<file path="config.mk">
export PLATFORM = sky130hd
export DESIGN_NAME = crf_mul
export DESIGN_NICKNAME = d
export VERILOG_FILES = /design/src/sv/cubic_root_finder_halley_top_macros.svh /design/src/sv/crf_pkg.sv /design/src/sv/crf_mul.sv
export SDC_FILE = /design/constraint.sdc
export NUM_CORES = 2
export LEC_CHECK = 0
export BUFFER_PORTS_ARGS = -buffer_cell sky130_fd_sc_hd__buf_4
export CAP_MARGIN = 20
export CORE_UTILIZATION = 37
export DETAILED_ROUTE_END_ITERATION = 6
export PLACE_DENSITY_LB_ADDON = 0.25
export SLEW_MARGIN = 20
export SYNTH_ARGS = -nofsm -noshare
export SYNTH_HDL_FRONTEND = slang
export SYNTH_SLANG_ARGS = --single-unit
export TNS_END_PERCENT = 20
</file>
<file path="constraint.sdc">
create_clock -name clk -period 15.3 [get_ports clk]
set_input_delay 2.295 -clock clk [delete_from_list [all_inputs] [get_ports clk]]
set_output_delay 2.295 -clock clk [all_outputs]
set_load 0.03 [all_outputs]
</file>
<file path="src/sv/cubic_root_finder_halley_top_macros.svh">
// Assertion macros shared by the cubic root finder RTL.
`ifndef CUBIC_ROOT_FINDER_HALLEY_TOP_MACROS_SVH
`define CUBIC_ROOT_FINDER_HALLEY_TOP_MACROS_SVH

// Implication checked on every clk edge outside reset.
`define CRF_ASSERT_IMP(lbl, ante, cons, msg) \
    lbl: assert property (@(posedge clk) disable iff (!rst_n) (ante) |-> (cons)) \
        else $error(msg);

// Implication whose consequent is checked in the cycle after the antecedent.
`define CRF_ASSERT_NEXT(lbl, ante, cons, msg) \
    lbl: assert property (@(posedge clk) disable iff (!rst_n) (ante) |=> (cons)) \
        else $error(msg);

`endif

</file>
<file path="src/sv/crf_pkg.sv">
// Shared types, constants and helpers for the cubic root finder.
`default_nettype none
package crf_pkg;
    localparam int CRF_NUM_GUESSES = 3;
    localparam int CRF_FRAC_BITS   = 16;

    typedef logic signed [31:0] word_t;
    typedef logic signed [63:0] wide_t;

    typedef struct packed {
        logic  start;
        wide_t op_a;
        wide_t op_b;
    } arith_req_t;

    typedef struct packed {
        logic  done;
        logic  ov;
        wide_t value;
    } arith_rsp_t;

    // intermediate magnitude limit, 2^62
    localparam wide_t WLIM     = 64'sh4000_0000_0000_0000;
    localparam wide_t WLIM_NEG = 64'shC000_0000_0000_0000;

    // configuration register indexes
    localparam logic [2:0] CFG_TOLERANCE = 3'd0;
    localparam logic [2:0] CFG_MAX_ITER  = 3'd1;
    localparam logic [2:0] CFG_DUP_DIST  = 3'd2;
    localparam logic [2:0] CFG_GUESS0    = 3'd3;
    localparam logic [2:0] CFG_GUESS1    = 3'd4;
    localparam logic [2:0] CFG_GUESS2    = 3'd5;

    function automatic logic [63:0] mag64(input wide_t v);
        return v[63] ? 64'(-v) : 64'(v);
    endfunction
endpackage
`default_nettype wire

</file>
<file path="src/sv/crf_mul.sv">
// Shared fixed-point multiplier: four 32x32 partial products, then scale and range check.
`default_nettype none
module crf_mul #(
    parameter int FRAC_BITS = crf_pkg::CRF_FRAC_BITS
) (
    input  wire                 clk,
    input  wire                 rst_n,
    input  crf_pkg::arith_req_t req,
    output crf_pkg::arith_rsp_t rsp
);
    import crf_pkg::*;

    logic         busy_reg;
    logic         done_reg;
    logic [2:0]   cnt_reg;
    logic [63:0]  ma_reg;
    logic [63:0]  mb_reg;
    logic         neg_reg;
    logic [63:0]  prod_reg;
    logic [127:0] acc_reg;
    logic         ov_reg;
    wide_t        res_reg;

    logic [31:0]  part_a;
    logic [31:0]  part_b;
    logic [127:0] addend;
    logic [63:0]  scaled;

    assign part_a = cnt_reg[1] ? ma_reg[63:32] : ma_reg[31:0];
    assign part_b = cnt_reg[0] ? mb_reg[63:32] : mb_reg[31:0];
    assign scaled = {2'b00, acc_reg[FRAC_BITS+61:FRAC_BITS]};

    always_comb
    begin
        case (cnt_reg)
            3'd1:    addend = {64'd0, prod_reg};
            3'd2,
            3'd3:    addend = {32'd0, prod_reg, 32'd0};
            3'd4:    addend = {prod_reg, 64'd0};
            default: addend = 128'd0;
        endcase
    end

    always_ff @(posedge clk or negedge rst_n)
    begin
        if (!rst_n)
        begin
            busy_reg <= 1'b0;
            done_reg <= 1'b0;
            cnt_reg  <= 3'd0;
        end
        else
        begin
            done_reg <= 1'b0;
            if (req.start)
            begin
                busy_reg <= 1'b1;
                cnt_reg  <= 3'd0;
            end
            else if (busy_reg)
            begin
                cnt_reg <= cnt_reg + 3'd1;
                if (cnt_reg == 3'd5)
                begin
                    busy_reg <= 1'b0;
                    done_reg <= 1'b1;
                end
            end
        end
    end

    always_ff @(posedge clk)
    begin
        if (req.start)
        begin
            ma_reg  <= mag64(req.op_a);
            mb_reg  <= mag64(req.op_b);
            neg_reg <= req.op_a[63] ^ req.op_b[63];
            acc_reg <= 128'd0;
        end
        else if (busy_reg)
        begin
            if (cnt_reg < 3'd4)
                prod_reg <= 64'(part_a) * 64'(part_b);
            acc_reg <= acc_reg + addend;
            if (cnt_reg == 3'd5)
            begin
                ov_reg  <= |acc_reg[127:FRAC_BITS+62];
                res_reg <= neg_reg ? -wide_t'(scaled) : wide_t'(scaled);
            end
        end
    end

    assign rsp.done  = done_reg;
    assign rsp.ov    = ov_reg;
    assign rsp.value = res_reg;
endmodule
`default_nettype wire

</file>
==> run summary <==
The run finished, with violations left. The final reports fail on DRC. Net total in the final layout: 7847.

The cell sitting at the root of the clock tree is a sky130_fd_sc_hd__clkbuf_16. The clock-pin transition on the worst setup and hold timing paths is 0.06 ns, and the global placement routability congestion is 0.970. Among all stages on the critical path, the largest delay is contributed by sky130_fd_sc_hd__mux2i_4.

For the number of setup buffers added after CTS, the log shows 0. On the final layout, the worst clock skew is 0.0684 ns. The library cell used most frequently in the layout, excluding fill and tap cells, is sky130_fd_sc_hd__inv_1. The arithmetic-cell share of the synthesized area counting full adders, half adders and majority gates was 0.397. After detailed routing, the number of remaining DRC violations is 2.

The cell row count was 144. The highest routed metal layer was met5. Summing every instance area after synthesis gives 57800 um2. The library cells used most frequently in the layout, excluding fill and tap cells, are sky130_fd_sc_hd__inv_1 (921), sky130_fd_sc_hd__fa_1 (897), sky130_fd_sc_hd__nor2_1 (787). The post-layout minimum cycle time came out at 10.52 ns. Setup repair after global routing left no endpoint under its margin.

Entering global routing, the biggest net connects 67 pins. The number of flops mapped to enable cells by yosys is 258, and the number of endpoints failing setup at the final stage is 0. For the count of maximum capacitance violations, the log shows 0. The register bit count reported by yosys was 391; the die boundary width was 397 um.

At the pin with the least slew margin, the transition time is 1.17 ns. The effective utilization at floorplan was 0.374; the total of hold buffers inserted after clock tree synthesis was 0. Xor/xnor share of the synthesized area: 0.0553. The critical path start-end classification was register to register. The via count of the first global-routing pass was 47600; the total global routing track utilization was 0.261. The core region is 155000 um2.

The run gives 3 as the number of buffers on the longest clock path. The first global-routing pass estimated 307000 um of wire. The worst hold path belongs to the class register to register. TritonCTS built the clock tree.

For the max-slew violation count, the log shows 0. H-tree depth: 2. Dividing the detail-routed wire length by the instance count gives 24.3 um.

In the synthesized netlist, the number of instances is 6391. For this block, the initial DRC count from the detailed router was 3834. After synthesis, the largest family of logic cells by area is adder cells.

The initial antenna violation count is 7. Fraction of final layout cells sized beyond drive strength 1: 0.0788. Summed over all layers, the global routing overflow is 0.

The tools report the count of TritonRoute iterations in the first routing pass as 7. The post-detailed-route via-to-cell ratio was 5.54. During I/O placement, the number of pins put on the boundary was 197. The run gives 0.180 as the post-synthesis sequential area ratio. Wire segments on met3 add up to 16300 um in the final route.

The floorplan step set the die height to 397 um. The most used flip-flop cell after synthesis is sky130_fd_sc_hd__edfxtp_1. The tools report the required time of the critical path as 15.68 ns. The final critical-path share of the clock period is 0.688. For the final routed database, the setup TNS stands at 0 ns.

The met2 wire length is 94800 um, and the worst hold path cell count is 2. The number of clock sinks was 391. The proportion of register bits with asynchronous set or reset after synthesis came out at 0.0128.

During synthesis, Yosys emitted a total of 0 warnings. Critical path capture point type: a register. The peak fanout along the critical path was 57; the cell count of the worst reg-to-reg path was 28. For this run, the top clock speed supported by timing is 0.0951 GHz. The area growth from synthesis to layout is 9.52%. Number of port buffers: 196. The tools report the capture point of the worst reg-to-reg path as prod_reg[42].

Post-synthesis net count: 7817. For this block, wires on met1 add up to 84100 um. The final count of hold timing violations came out at 0. At the later pin of the worst-skew pair, clock insertion delay measures 0.71 ns. The tools report the launch point of the worst reg-to-reg path as cnt_reg[1].

The post-detailed-route count of antenna-violating nets was 0; the synthesized area per cell was 9.05 um2. The hold slack came out at 0.469 ns. The register with the most flip-flops in the layout has 128 of them. After legalization and detailed placement, the total HPWL measured 163000 um. The critical path starts at cnt_reg[1].

The mux share of post-synthesis cell area is 0.0318. STA classifies the critical path startpoint as a register. The data arrival at the endpoint of the critical path came out at 10.90 ns. For this block, the routed nets add up to 207000 um of wire. The simple-gate share of the synthesized area is 0.146, and the worst stage delay on the critical path is 1.07 ns. The synthesized-area fraction occupied by ao, oa, aoi and oai cells works out to 0.110. Counting stages on the worst path, the most repeated cell is sky130_fd_sc_hd__fa_1.

The tools report the critical path capture point as prod_reg[42]. The logs give 47200 for the vias after detailed routing and 0 for the count of cells resized by post-cts repair. The worst slew margin relative to its limit was 0.206; the register-to-register path setup slack was 4.78 ns. The tools report the die area as 158000 um2. Clock tree synthesis inserted a total of 49 buffers. Counting distinct cell types in the post-synthesis netlist gives 77.
[Yosys cell counts, types with 89 or more instances]
cell type                    n  share of area
sky130_fd_sc_hd__xnor2_1   296          0.045
sky130_fd_sc_hd__edfxtp_1  258           0.13
sky130_fd_sc_hd__inv_1     921          0.060
sky130_fd_sc_hd__dfxtp_1   128          0.044
sky130_fd_sc_hd__a21oi_1   242          0.021
sky130_fd_sc_hd__mux2i_1   114          0.020
sky130_fd_sc_hd__nand2_1   721          0.047
sky130_fd_sc_hd__o21ai_0   259          0.022
sky130_fd_sc_hd__clkbuf_1  278          0.018
sky130_fd_sc_hd__a21o_1     89          0.012
sky130_fd_sc_hd__fa_1      897           0.31
sky130_fd_sc_hd__nor2_1    790          0.051
sky130_fd_sc_hd__ha_1      398          0.086
[per-stage QoR]
| step | cell area, um2 | util | std cells | setup slack, ns |
|---|---|---|---|---|
| 3_5_place_dp | 61600 | 0.399 | 8414 | 4.79 |
| 2_1_floorplan | 57800 | - | 6391 | 6.20 |
| 6_report | 63300 | 0.410 | 8507 | 4.78 |
| 4_1_cts | 63300 | 0.410 | 8505 | 4.76 |
| 3_3_place_gp | 61600 | 0.399 | 8412 | 4.76 |
| 5_1_grt | 63300 | 0.410 | 8505 | 4.29 |
[final cells by class]
cell class | instances | area [um2]
flip-flops and latches | 391 | 10400
multi-input cells | 4777 | 43100
clock inverters | 38 | 447
well taps | 2044 | 2560
repair buffers | 280 | 2120
clock buffers | 53 | 1240
inverters | 922 | 3460
fillers | 15500 | 91300
diodes | 2 | 5.00
[critical path: cells and delay by family, from the launching register on]
| kind | cells | cell delay [ns] |
|---|---|---|
| mux | 1 | 1.07 |
| xor+xnor | 1 | 0.11 |
| buf+inv | 5 | 1.08 |
| fa+ha+maj | 9 | 4.01 |
| simple gates | 2 | 0.55 |
| flops | 1 | 0.61 |
| compound gates | 10 | 2.77 |
[layer usage]
layer,global-route usage,vias up
met5,0,-
met4,0.127,8
met3,0.0455,484
met2,0.421,2011
met1,0.337,23800
li1,-,20800
[how the worst min path moves through the flow]
stage	from	end	slack, ns
global route	acc_reg[12]	acc_reg[12]	0.50
detailed placement	acc_reg[12]	acc_reg[12]	0.46
finish	acc_reg[12]	acc_reg[12]	0.47
floorplan	acc_reg[12]	acc_reg[12]	0.43
global placement	acc_reg[13]	acc_reg[13]	0.45
CTS	acc_reg[12]	acc_reg[12]	0.47
[cells by family after synthesis]
group                      count (synthesis)
and+or+nand+nor                         1956
adders and majority gates               1295
buffers and inverters                   1223
AOI/OAI and AO/OA                        985
DFF                                      391
xor gates and xnor gates                 365
muxes                                    176
Power is left out: the tool's default activity adds up to more than one toggle a clock period on the data nets, which glitch-free logic cannot reach.
