===== src/sv/cubic_root_finder_halley_top_macros.svh =====
// Assertion macros shared by the cubic root finder RTL.
`ifndef CUBIC_ROOT_FINDER_HALLEY_TOP_MACROS_SVH
`define CUBIC_ROOT_FINDER_HALLEY_TOP_MACROS_SVH

// Implication checked on every clk edge outside reset.
`define CRF_ASSERT_IMP(lbl, ante, cons, msg) \
    lbl: assert property (@(posedge clk) disable iff (!rst_n) (ante) |-> (cons)) \
        else $error(msg);

// Implication whose consequent is checked in the cycle after the antecedent.
`define CRF_ASSERT_NEXT(lbl, ante, cons, msg) \
    lbl: assert property (@(posedge clk) disable iff (!rst_n) (ante) |=> (cons)) \
        else $error(msg);

`endif


===== src/sv/crf_pkg.sv =====
// Shared types, constants and helpers for the cubic root finder.
`default_nettype none
package crf_pkg;
    localparam int CRF_NUM_GUESSES = 3;
    localparam int CRF_FRAC_BITS   = 16;

    typedef logic signed [31:0] word_t;
    typedef logic signed [63:0] wide_t;

    typedef struct packed {
        logic  start;
        wide_t op_a;
        wide_t op_b;
    } arith_req_t;

    typedef struct packed {
        logic  done;
        logic  ov;
        wide_t value;
    } arith_rsp_t;

    // intermediate magnitude limit, 2^62
    localparam wide_t WLIM     = 64'sh4000_0000_0000_0000;
    localparam wide_t WLIM_NEG = 64'shC000_0000_0000_0000;

    // configuration register indexes
    localparam logic [2:0] CFG_TOLERANCE = 3'd0;
    localparam logic [2:0] CFG_MAX_ITER  = 3'd1;
    localparam logic [2:0] CFG_DUP_DIST  = 3'd2;
    localparam logic [2:0] CFG_GUESS0    = 3'd3;
    localparam logic [2:0] CFG_GUESS1    = 3'd4;
    localparam logic [2:0] CFG_GUESS2    = 3'd5;

    function automatic logic [63:0] mag64(input wide_t v);
        return v[63] ? 64'(-v) : 64'(v);
    endfunction
endpackage
`default_nettype wire


===== src/sv/crf_div.sv =====
// Bit-serial restoring divider for the Halley step, one quotient bit a cycle.
`default_nettype none
module crf_div #(
    parameter int FRAC_BITS = crf_pkg::CRF_FRAC_BITS
) (
    input  wire                 clk,
    input  wire                 rst_n,
    input  crf_pkg::arith_req_t req,
    output crf_pkg::arith_rsp_t rsp
);
    import crf_pkg::*;

    localparam int DIV_STEPS = 128;
    localparam int CNT_W     = $clog2(DIV_STEPS);

    logic             busy_reg;
    logic             done_reg;
    logic [CNT_W-1:0] cnt_reg;
    logic [127:0]     dvd_reg;
    logic [63:0]      rem_reg;
    logic [63:0]      q_reg;
    logic [63:0]      md_reg;
    logic             neg_reg;
    logic             ov_reg;

    logic [64:0] rem2;
    logic [64:0] diff;
    logic        ge;

    assign rem2 = {rem_reg, dvd_reg[127]};
    assign diff = rem2 - {1'b0, md_reg};
    assign ge   = !diff[64];

    always_ff @(posedge clk or negedge rst_n)
    begin
        if (!rst_n)
        begin
            busy_reg <= 1'b0;
            done_reg <= 1'b0;
            cnt_reg  <= '0;
        end
        else
        begin
            done_reg <= 1'b0;
            if (req.start)
            begin
                busy_reg <= 1'b1;
                cnt_reg  <= '0;
            end
            else if (busy_reg)
            begin
                cnt_reg <= cnt_reg + CNT_W'(1);
                if (cnt_reg == CNT_W'(DIV_STEPS - 1))
                begin
                    busy_reg <= 1'b0;
                    done_reg <= 1'b1;
                end
            end
        end
    end

    always_ff @(posedge clk)
    begin
        if (req.start)
        begin
            dvd_reg <= {64'd0, mag64(req.op_a)} << FRAC_BITS;
            md_reg  <= mag64(req.op_b);
            neg_reg <= req.op_a[63] ^ req.op_b[63];
            rem_reg <= 64'd0;
            q_reg   <= 64'd0;
            ov_reg  <= 1'b0;
        end
        else if (busy_reg)
        begin
            // quotient already at 2^61 before the shift: step out of range
            if (q_reg[63:61] != 3'd0)
                ov_reg <= 1'b1;
            q_reg   <= {q_reg[62:0], ge};
            rem_reg <= ge ? diff[63:0] : rem2[63:0];
            dvd_reg <= {dvd_reg[126:0], 1'b0};
        end
    end

    // signed quotient straight from the shift register, valid with done
    assign rsp.done  = done_reg;
    assign rsp.ov    = ov_reg;
    assign rsp.value = neg_reg ? -wide_t'(q_reg) : wide_t'(q_reg);
endmodule
`default_nettype wire


===== config.mk =====
export PLATFORM = sky130hd
export DESIGN_NAME = crf_div
export DESIGN_NICKNAME = d
export VERILOG_FILES = /design/src/sv/cubic_root_finder_halley_top_macros.svh /design/src/sv/crf_pkg.sv /design/src/sv/crf_div.sv
export SDC_FILE = /design/constraint.sdc
export NUM_CORES = 1
export LEC_CHECK = 0
export BUFFER_PORTS_ARGS = -buffer_cell sky130_fd_sc_hd__clkbuf_2
export CAP_MARGIN = 0
export CORE_ASPECT_RATIO = 0.6
export CORE_MARGIN = 10
export CORE_UTILIZATION = 30
export CTS_CLUSTER_DIAMETER = 150
export CTS_CLUSTER_SIZE = 24
export DETAILED_ROUTE_END_ITERATION = 10
export GPL_TIMING_DRIVEN = 0
export SYNTH_ARGS = -nofsm -noshare
export SYNTH_HDL_FRONTEND = slang
export SYNTH_SLANG_ARGS = --single-unit

===== constraint.sdc =====
create_clock -name clk -period 10.95 [get_ports clk]
set_input_delay 1.095 -clock clk [delete_from_list [all_inputs] [get_ports clk]]
set_output_delay 1.095 -clock clk [all_outputs]
set_load 0.02 [all_outputs]

==> flow_metrics.tcl, run 1 <==
set metrics [dict create \
    slew_viol_final 0 \
    drt_pre_antenna_iters 6 \
    area_growth_syn_to_layout_pct 13.2 \
    nets 2627 \
    syn_area_per_cell_um2 8.74 \
    vias_in_the_first_global_route 15500 \
    post_drt_via_cell_ratio 5.16 \
    die_y_um 217 \
    ctsLongestPathBuffers 3 \
    path_depth 14 \
    mappedNetlistNets 2413 \
    synth_seq_area_share_pct 39.5 \
    num_antenna_cells 0 \
    run_status "complete, no violations" \
    tightest_slew_ns 0.914 \
    vdd_drop_max_mv 0.117 \
    place.detailed.hpwl_mm 46.0 \
    whs_ns 0.403 \
    start_util_pct 30.6 \
    port_buffers 194 \
    crit_end "rsp[58]" \
    die_x_um 348 \
    final_antenna_net_count 0 \
    finalCriticalPeriod_ns 6.03 \
    grt_antenna_before_repair 3 \
    grt_first_pass_wirelength_mm 90.2 \
    max_slew_margin_pct 37.5 \
    fp.dieArea_um2 75300 \
    share_of_synthesized_registers_carrying_an_async_set_or_reset_pct 2.86 \
    required_ns 9.86 \
    synthCells 2213 \
    cts_htree_levels 1 \
    place_inst 3247 \
    synth_area_um2 19300 \
    cts-root-buf "sky130_fd_sc_hd__clkbuf_16" \
    cts.clk_slew.worst_paths_ns 0.10 \
    postSynthRegisterBits 315 \
    cp_num_buf_inv 3 \
    cts-resized-gates 0 \
    clock_tree_from_tritoncts "done" \
    final-instance-count-excl-fill 3276 \
    slowest_delay_ns 0.55 \
    fillerInstances 6594 \
    avgRoutedWirePerCell_um 17.9 \
    num_vias 16900 \
    timing.setup.critical_path_class "reg -> out" \
    layout_commonest_cell "sky130_fd_sc_hd__nor2_1" \
    total_power_uw 4560 \
    io_pins 197 \
    max_freq_mhz 166 \
    clock_sinks 315 \
    worst-endpoint-arrival_ns 4.94 \
    report.final.setup_viol 0 \
    drv.max_cap_violation_count 0 \
    start_kind "flop" \
    place.gp.congestion 0.947 \
    synth-edff-count 129 \
    finalCritPeriodShare_pct 55.1 \
    worst_reg2reg_setup_slack_ns 5.39 \
    largest_register_ffs 112 \
    timing.clock.skew_ns 0.0394 \
    leakagePower_uw 0.00941 \
    holdBufCountCts 0 \
    clock_insertion_delay_worst_skew_ns 0.56 \
    detail_route.drc_violations 0 \
    detailedRoute.firstIterationViolations 1397 \
    timing_hold_violations_final 0 \
    cts_buffers 17 \
    reg2reg_from "dvd_reg[127]" \
    largest_net_degree_at_the_start_of_global_routing 65 \
    worst-path-max-fanout 7 \
    yosysWarningCount 0 \
    critPathCaptureType "output pin" \
    drt-total-wl_mm 58.6 \
    final_layout_size_suffix_gt1_share_pct 10.2 \
    unrepaired_setup_endpoints_after_global_routing "no" \
    cpLargestDelayFamily "simple AND/OR/NAND/NOR gates" \
    critical-path-slowest-cell "sky130_fd_sc_hd__nor4_1" \
    ff2ff_path_depth 15 \
    post_cts.repair.setup_buffers 0 \
    hold_class "in -> async" \
    grt_util_all_layers_pct 14.7 \
    timing.critical_path.cells "clkbuf_1, nor4_1, nand2_1, or3b_1, or2_1, clkbuf_1, nand2b_1, or2_2, or4_1, or3_1, nand2b_4, o31ai_2, xnor2_1, clkbuf_2" \
    crit_path_frequent_cell "sky130_fd_sc_hd__clkbuf_1" \
    synth_ff_type "sky130_fd_sc_hd__dfxtp_1" \
    core_ar_um2 63300 \
    final_global_route_overflow_total 0 \
    mostFrequentLayoutCells "sky130_fd_sc_hd__nor2_1 (290), sky130_fd_sc_hd__nand2_1 (213), sky130_fd_sc_hd__clkbuf_2 (193)" \
    endpoint_of_the_most_critical_register_to_register_path "rem_reg[34]" \
    post_synth_num_cell_types 65 \
    setup_tns_ns 0 \
    critPathLaunch "q_reg[2]" \
    core.rowCount 71 \
    power_per_cell_area_nw_per_um2 208 \
]
## worst min-delay path by stage
stage | from | end | slack (ns) | cells after the start
after global placement | ov_reg | ov_reg | 0.46 | 2
after global routing | rst_n | cnt_reg[2] | 0.40 | 1
after CTS | rst_n | cnt_reg[5] | 0.38 | 1
final | rst_n | cnt_reg[5] | 0.40 | 1
after detailed placement | ov_reg | ov_reg | 0.47 | 2
after floorplan | ov_reg | ov_reg | 0.44 | 2
## stage by stage
step	worst slack, ns	cell area [µm²]	utilization [%]
2_1_floorplan	5.97	19300	-
3_3_place_gp	5.43	21400	33.8
3_5_place_dp	5.48	21400	33.8
4_1_cts	4.88	21900	34.6
5_1_grt	4.59	21900	34.6
6_report	4.92	21900	34.6
## where the power goes
group / leakage [µW] / total (µW) / switching (µW) / internal, µW
registers: 0.00284 / 1570 / 160 / 1410
logic: 0.00633 / 2270 / 1440 / 829
clock network: 0.000237 / 720 / 418 / 302
total: 0.00941 / 4560 / 2020 / 2540
## worst register-to-register path: stages, from the launching register on
cell	delay, ns
sky130_fd_sc_hd__dfxtp_1	0.37
sky130_fd_sc_hd__inv_1	0.05
sky130_fd_sc_hd__ha_1	0.22
sky130_fd_sc_hd__fa_1	0.39
sky130_fd_sc_hd__nand2b_1	0.19
sky130_fd_sc_hd__a21oi_1	0.31
sky130_fd_sc_hd__o21ai_0	0.33
sky130_fd_sc_hd__a311oi_1	0.47
sky130_fd_sc_hd__nor3_1	0.21
sky130_fd_sc_hd__o31ai_1	0.49
sky130_fd_sc_hd__a41oi_1	0.39
sky130_fd_sc_hd__xor2_1	0.55
sky130_fd_sc_hd__clkbuf_1	0.56
sky130_fd_sc_hd__clkbuf_1	0.55
sky130_fd_sc_hd__nand2_1	0.12
sky130_fd_sc_hd__a311oi_1	0.28
## Yosys cell counts, types with 27 or more instances
master	instances	area, µm²
sky130_fd_sc_hd__mux2i_1	117	1170
sky130_fd_sc_hd__o41ai_1	27	236
sky130_fd_sc_hd__o31ai_1	54	405
sky130_fd_sc_hd__nor3_1	27	135
sky130_fd_sc_hd__nor2_1	290	1090
sky130_fd_sc_hd__dfxtp_1	177	3540
sky130_fd_sc_hd__xor2_1	88	771
sky130_fd_sc_hd__nand2_1	213	800
sky130_fd_sc_hd__a21oi_1	176	881
sky130_fd_sc_hd__or3_1	40	250
sky130_fd_sc_hd__edfxtp_1	129	3870
sky130_fd_sc_hd__inv_1	89	334
sky130_fd_sc_hd__o21ai_0	116	581
sky130_fd_sc_hd__ha_1	68	851
sky130_fd_sc_hd__clkbuf_1	101	379
sky130_fd_sc_hd__a311oi_1	39	342
sky130_fd_sc_hd__xnor2_1	163	1430
sky130_fd_sc_hd__a21o_1	31	233
## per-layer routing
layer,track usage (%),wire length [µm],vias up,part of all wire (%)
met5,0,0,-,0
met4,2.03,726,0,1.2
met3,3.33,4600,41,7.9
met2,19.6,22500,513,38
met1,23.4,30700,8043,52
li1,-,-,8295,-
## cells by family after synthesis
family / Yosys count / share of synthesized area (%)
AO/OA/AOI/OAI: 524 / 17.1
buffers and inverters: 208 / 4.10
XOR/XNOR: 251 / 11.4
multiplexers: 122 / 6.35
AND/OR/NAND/NOR: 724 / 17.1
adder cells (fa/ha/maj): 69 / 4.50
flip-flops: 315 / 39.5
## cell type report
| class | count | area, µm² | area share (%) |
|---|---|---|---|
| Clock inverter | 2 | 38.8 | 0.177 |
| Timing Repair Buffer | 195 | 1000 | 4.57 |
| Clock buffer | 27 | 463 | 2.12 |
| Buffer | 117 | 450 | 2.06 |
| Inverter | 91 | 342 | 1.56 |
| Multi-Input combinational cell | 1690 | 10900 | 49.8 |
| Sequential cell | 315 | 7640 | 34.9 |
| Tap cell | 839 | 1050 | 4.80 |
Power figures use the tool's default switching activity.
==> run 2, diff against run 1 <==
==> constraint.sdc (replaced) <==
create_clock -name clk -period 5.4 [get_ports clk]
set_input_delay 0.54 -clock clk [delete_from_list [all_inputs] [get_ports clk]]
set_output_delay 0.54 -clock clk [all_outputs]
set_load 0.02 [all_outputs]
==> run 2 against run 1 <==
  * Clock skew is 0.00054 ns lower
  * Sequential cell count unchanged
  * Critical endpoint unchanged
  * Worst setup slack worse by 4.8 ns
  * Register-to-register slack worse by 5.1 ns
  * Clock power up 100%
  * Sequential share of layout area shrank 0.15 points
  * Sequential power increased by 100%
  * Design area is 0.49% higher
  * Via count shrank 0.34%
  * Final cell count hardly changed
==> flow_metrics.tcl, run 2 (synthesized netlist as in run 1, its figures left out) <==
set metrics [dict create \
    drt_pre_antenna_iters 5 \
    finalCritPeriodShare_pct 97.3 \
    grt_first_pass_wirelength_mm 90.4 \
    cts-root-buf "sky130_fd_sc_hd__clkbuf_16" \
    max_freq_mhz 190 \
    cts_buffers 17 \
    clock_insertion_delay_worst_skew_ns 0.56 \
    largest_net_degree_at_the_start_of_global_routing 65 \
    finalInstanceArea_um2 22000 \
    num_antenna_cells 0 \
    intPower_uw 5180 \
    largest_register_ffs 112 \
    finalWorstSetupSlack_ns 0.144 \
    fp.dieArea_um2 75300 \
    avgRoutedWirePerCell_um 17.9 \
    drv.max_cap_violation_count 0 \
    num_vias 16800 \
    place.detailed.hpwl_mm 46.0 \
    critPathCaptureType "output pin" \
    core.rowCount 71 \
    power.sequential.fraction_pct 34.3 \
    p_sw_share_pct 44.2 \
    setup_tns_ns 0 \
    timing.clock.skew_ns 0.0389 \
    clockPowerShare_pct 15.8 \
    max_slew_margin_pct 36.7 \
    mostFrequentLayoutCells "sky130_fd_sc_hd__nor2_1 (290), sky130_fd_sc_hd__nand2_1 (213), sky130_fd_sc_hd__clkbuf_2 (192)" \
    timing_hold_violations_final 0 \
    finalCriticalPeriod_ns 5.26 \
    start_util_pct 30.6 \
    worst-endpoint-arrival_ns 4.72 \
    power_per_cell_area_nw_per_um2 422 \
    critPathLaunch "q_reg[6]" \
    timing.setup.critical_path_class "reg -> out" \
    hold_class "in -> reg" \
    drt-total-wl_mm 58.6 \
    vdd_drop_max_mv 0.237 \
    final_antenna_net_count 0 \
    final_layout_size_suffix_gt1_share_pct 10.9 \
    final_global_route_overflow_total 0 \
    tightest_slew_ns 0.926 \
    required_ns 4.86 \
    ctsLongestPathBuffers 3 \
    vias_in_the_first_global_route 15500 \
    area_growth_syn_to_layout_pct 13.8 \
    grt_antenna_before_repair 3 \
    nets 2628 \
    final-instance-count-excl-fill 3277 \
    leakagePower_uw 0.00946 \
    detailedRoute.firstIterationViolations 1387 \
    cts_htree_levels 1 \
    post_drt_via_cell_ratio 5.14 \
    clock_tree_from_tritoncts "done" \
    io_pins 197 \
    start_kind "flop" \
    layout_commonest_cell "sky130_fd_sc_hd__nor2_1" \
    worst-path-max-fanout 7 \
    core_ar_um2 63300 \
    detail_route.drc_violations 0 \
    port_buffers 194 \
    p_sw_uw 4100 \
    cts.clk_slew.worst_paths_ns 0.10 \
    unrepaired_setup_endpoints_after_global_routing "yes" \
    report.final.setup_viol 0 \
    die_x_um 348 \
    place.gp.congestion 0.947 \
    combinationalPowerShare_pct 49.9 \
    slew_viol_final 0 \
    grt_util_all_layers_pct 14.7 \
    clock_sinks 315 \
    detailedPlace.worstSlack_ns -0.0522 \
    place_inst 3247 \
    die_y_um 217 \
    run_status "complete, no violations" \
    dpl-instance-area_um2 21400 \
    fillerInstances 6582 \
    reg2reg_from "dvd_reg[127]" \
    min-delay-start "req[0]" \
]
-- run 2: path summary, 6_finish.rpt --
path | endpoint | slack [ns] | cells past startpoint
setup / recovery | rsp[58] | 0.14 | 13
hold / removal | md_reg[0] | 0.20 | 1
setup reg to reg | rem_reg[33] | 0.30 | 14
hold reg to reg | ov_reg | 0.49 | 2
max in group asynchronous | done_reg | 4.71 | 2
min in group asynchronous | cnt_reg[5] | 0.48 | 2
-- run 2: power groups by stage --
stage | combinational [µW] | sequential, µW | clock (µW)
finish | 4640 | 3180 | 1460
global route | 5090 | 3220 | 1590
CTS | 4550 | 3160 | 1510
detailed placement | 4520 | 3220 | 0
global placement | 4520 | 3220 | 0
floorplan | 3280 | 3080 | 0
-- run 2: final cells by class --
class	instances	area, µm²	area share, %
tap	839	1050	4.77
sequential	315	7650	34.8
clock buffer	27	463	2.10
clock inverter	2	38.8	0.176
inverter	91	342	1.55
multi-input combinational	1690	11000	49.9
buffer	115	445	2.03
timing repair buffer	198	1030	4.70
-- run 2: critical path, cell delays in order (launching register included) --
cell,delay [ns]
sky130_fd_sc_hd__dfxtp_2,0.37
sky130_fd_sc_hd__or4_4,0.58
sky130_fd_sc_hd__nor4_4,0.26
sky130_fd_sc_hd__or3b_4,0.45
sky130_fd_sc_hd__or2_1,0.23
sky130_fd_sc_hd__clkbuf_1,0.16
sky130_fd_sc_hd__nand2b_1,0.21
sky130_fd_sc_hd__or2_2,0.33
sky130_fd_sc_hd__or4_4,0.46
sky130_fd_sc_hd__or3_1,0.40
sky130_fd_sc_hd__nand2b_4,0.17
sky130_fd_sc_hd__o31ai_2,0.21
sky130_fd_sc_hd__xnor2_1,0.17
sky130_fd_sc_hd__buf_4,0.18
-- run 2: per-layer routing --
| layer | track usage (%) | vias to the layer above | part of all wire [%] |
|---|---|---|---|
| met2 | 19.8 | 508 | 39 |
| met3 | 3.41 | 37 | 7.9 |
| met1 | 23.3 | 8000 | 52 |
| met4 | 1.91 | 0 | 1.1 |
| li1 | - | 8289 | - |
| met5 | 0 | - | 0 |
-- run 2: timing repair --
item                                    in CTS  in global routing
buffers inserted                             0                  2
pin swaps                                    0                  2
endpoints found under the setup margin      13                 38
endpoints found under the hold margin        9                  0
hold buffers                                 1                  0
gates resized for setup                      5                 20
-- run 2: per-stage QoR --
| step | hold WS, ns | total power (µW) | utilization, % |
|---|---|---|---|
| global placement | 0.414 | 7740 | 33.8 |
| finish | 0.204 | 9280 | 34.8 |
| detailed placement | 0.416 | 7730 | 33.8 |
| CTS | 0.183 | 9230 | 34.7 |
| global route | 0.193 | 9900 | 34.8 |
| floorplan | 0.244 | 6360 | - |
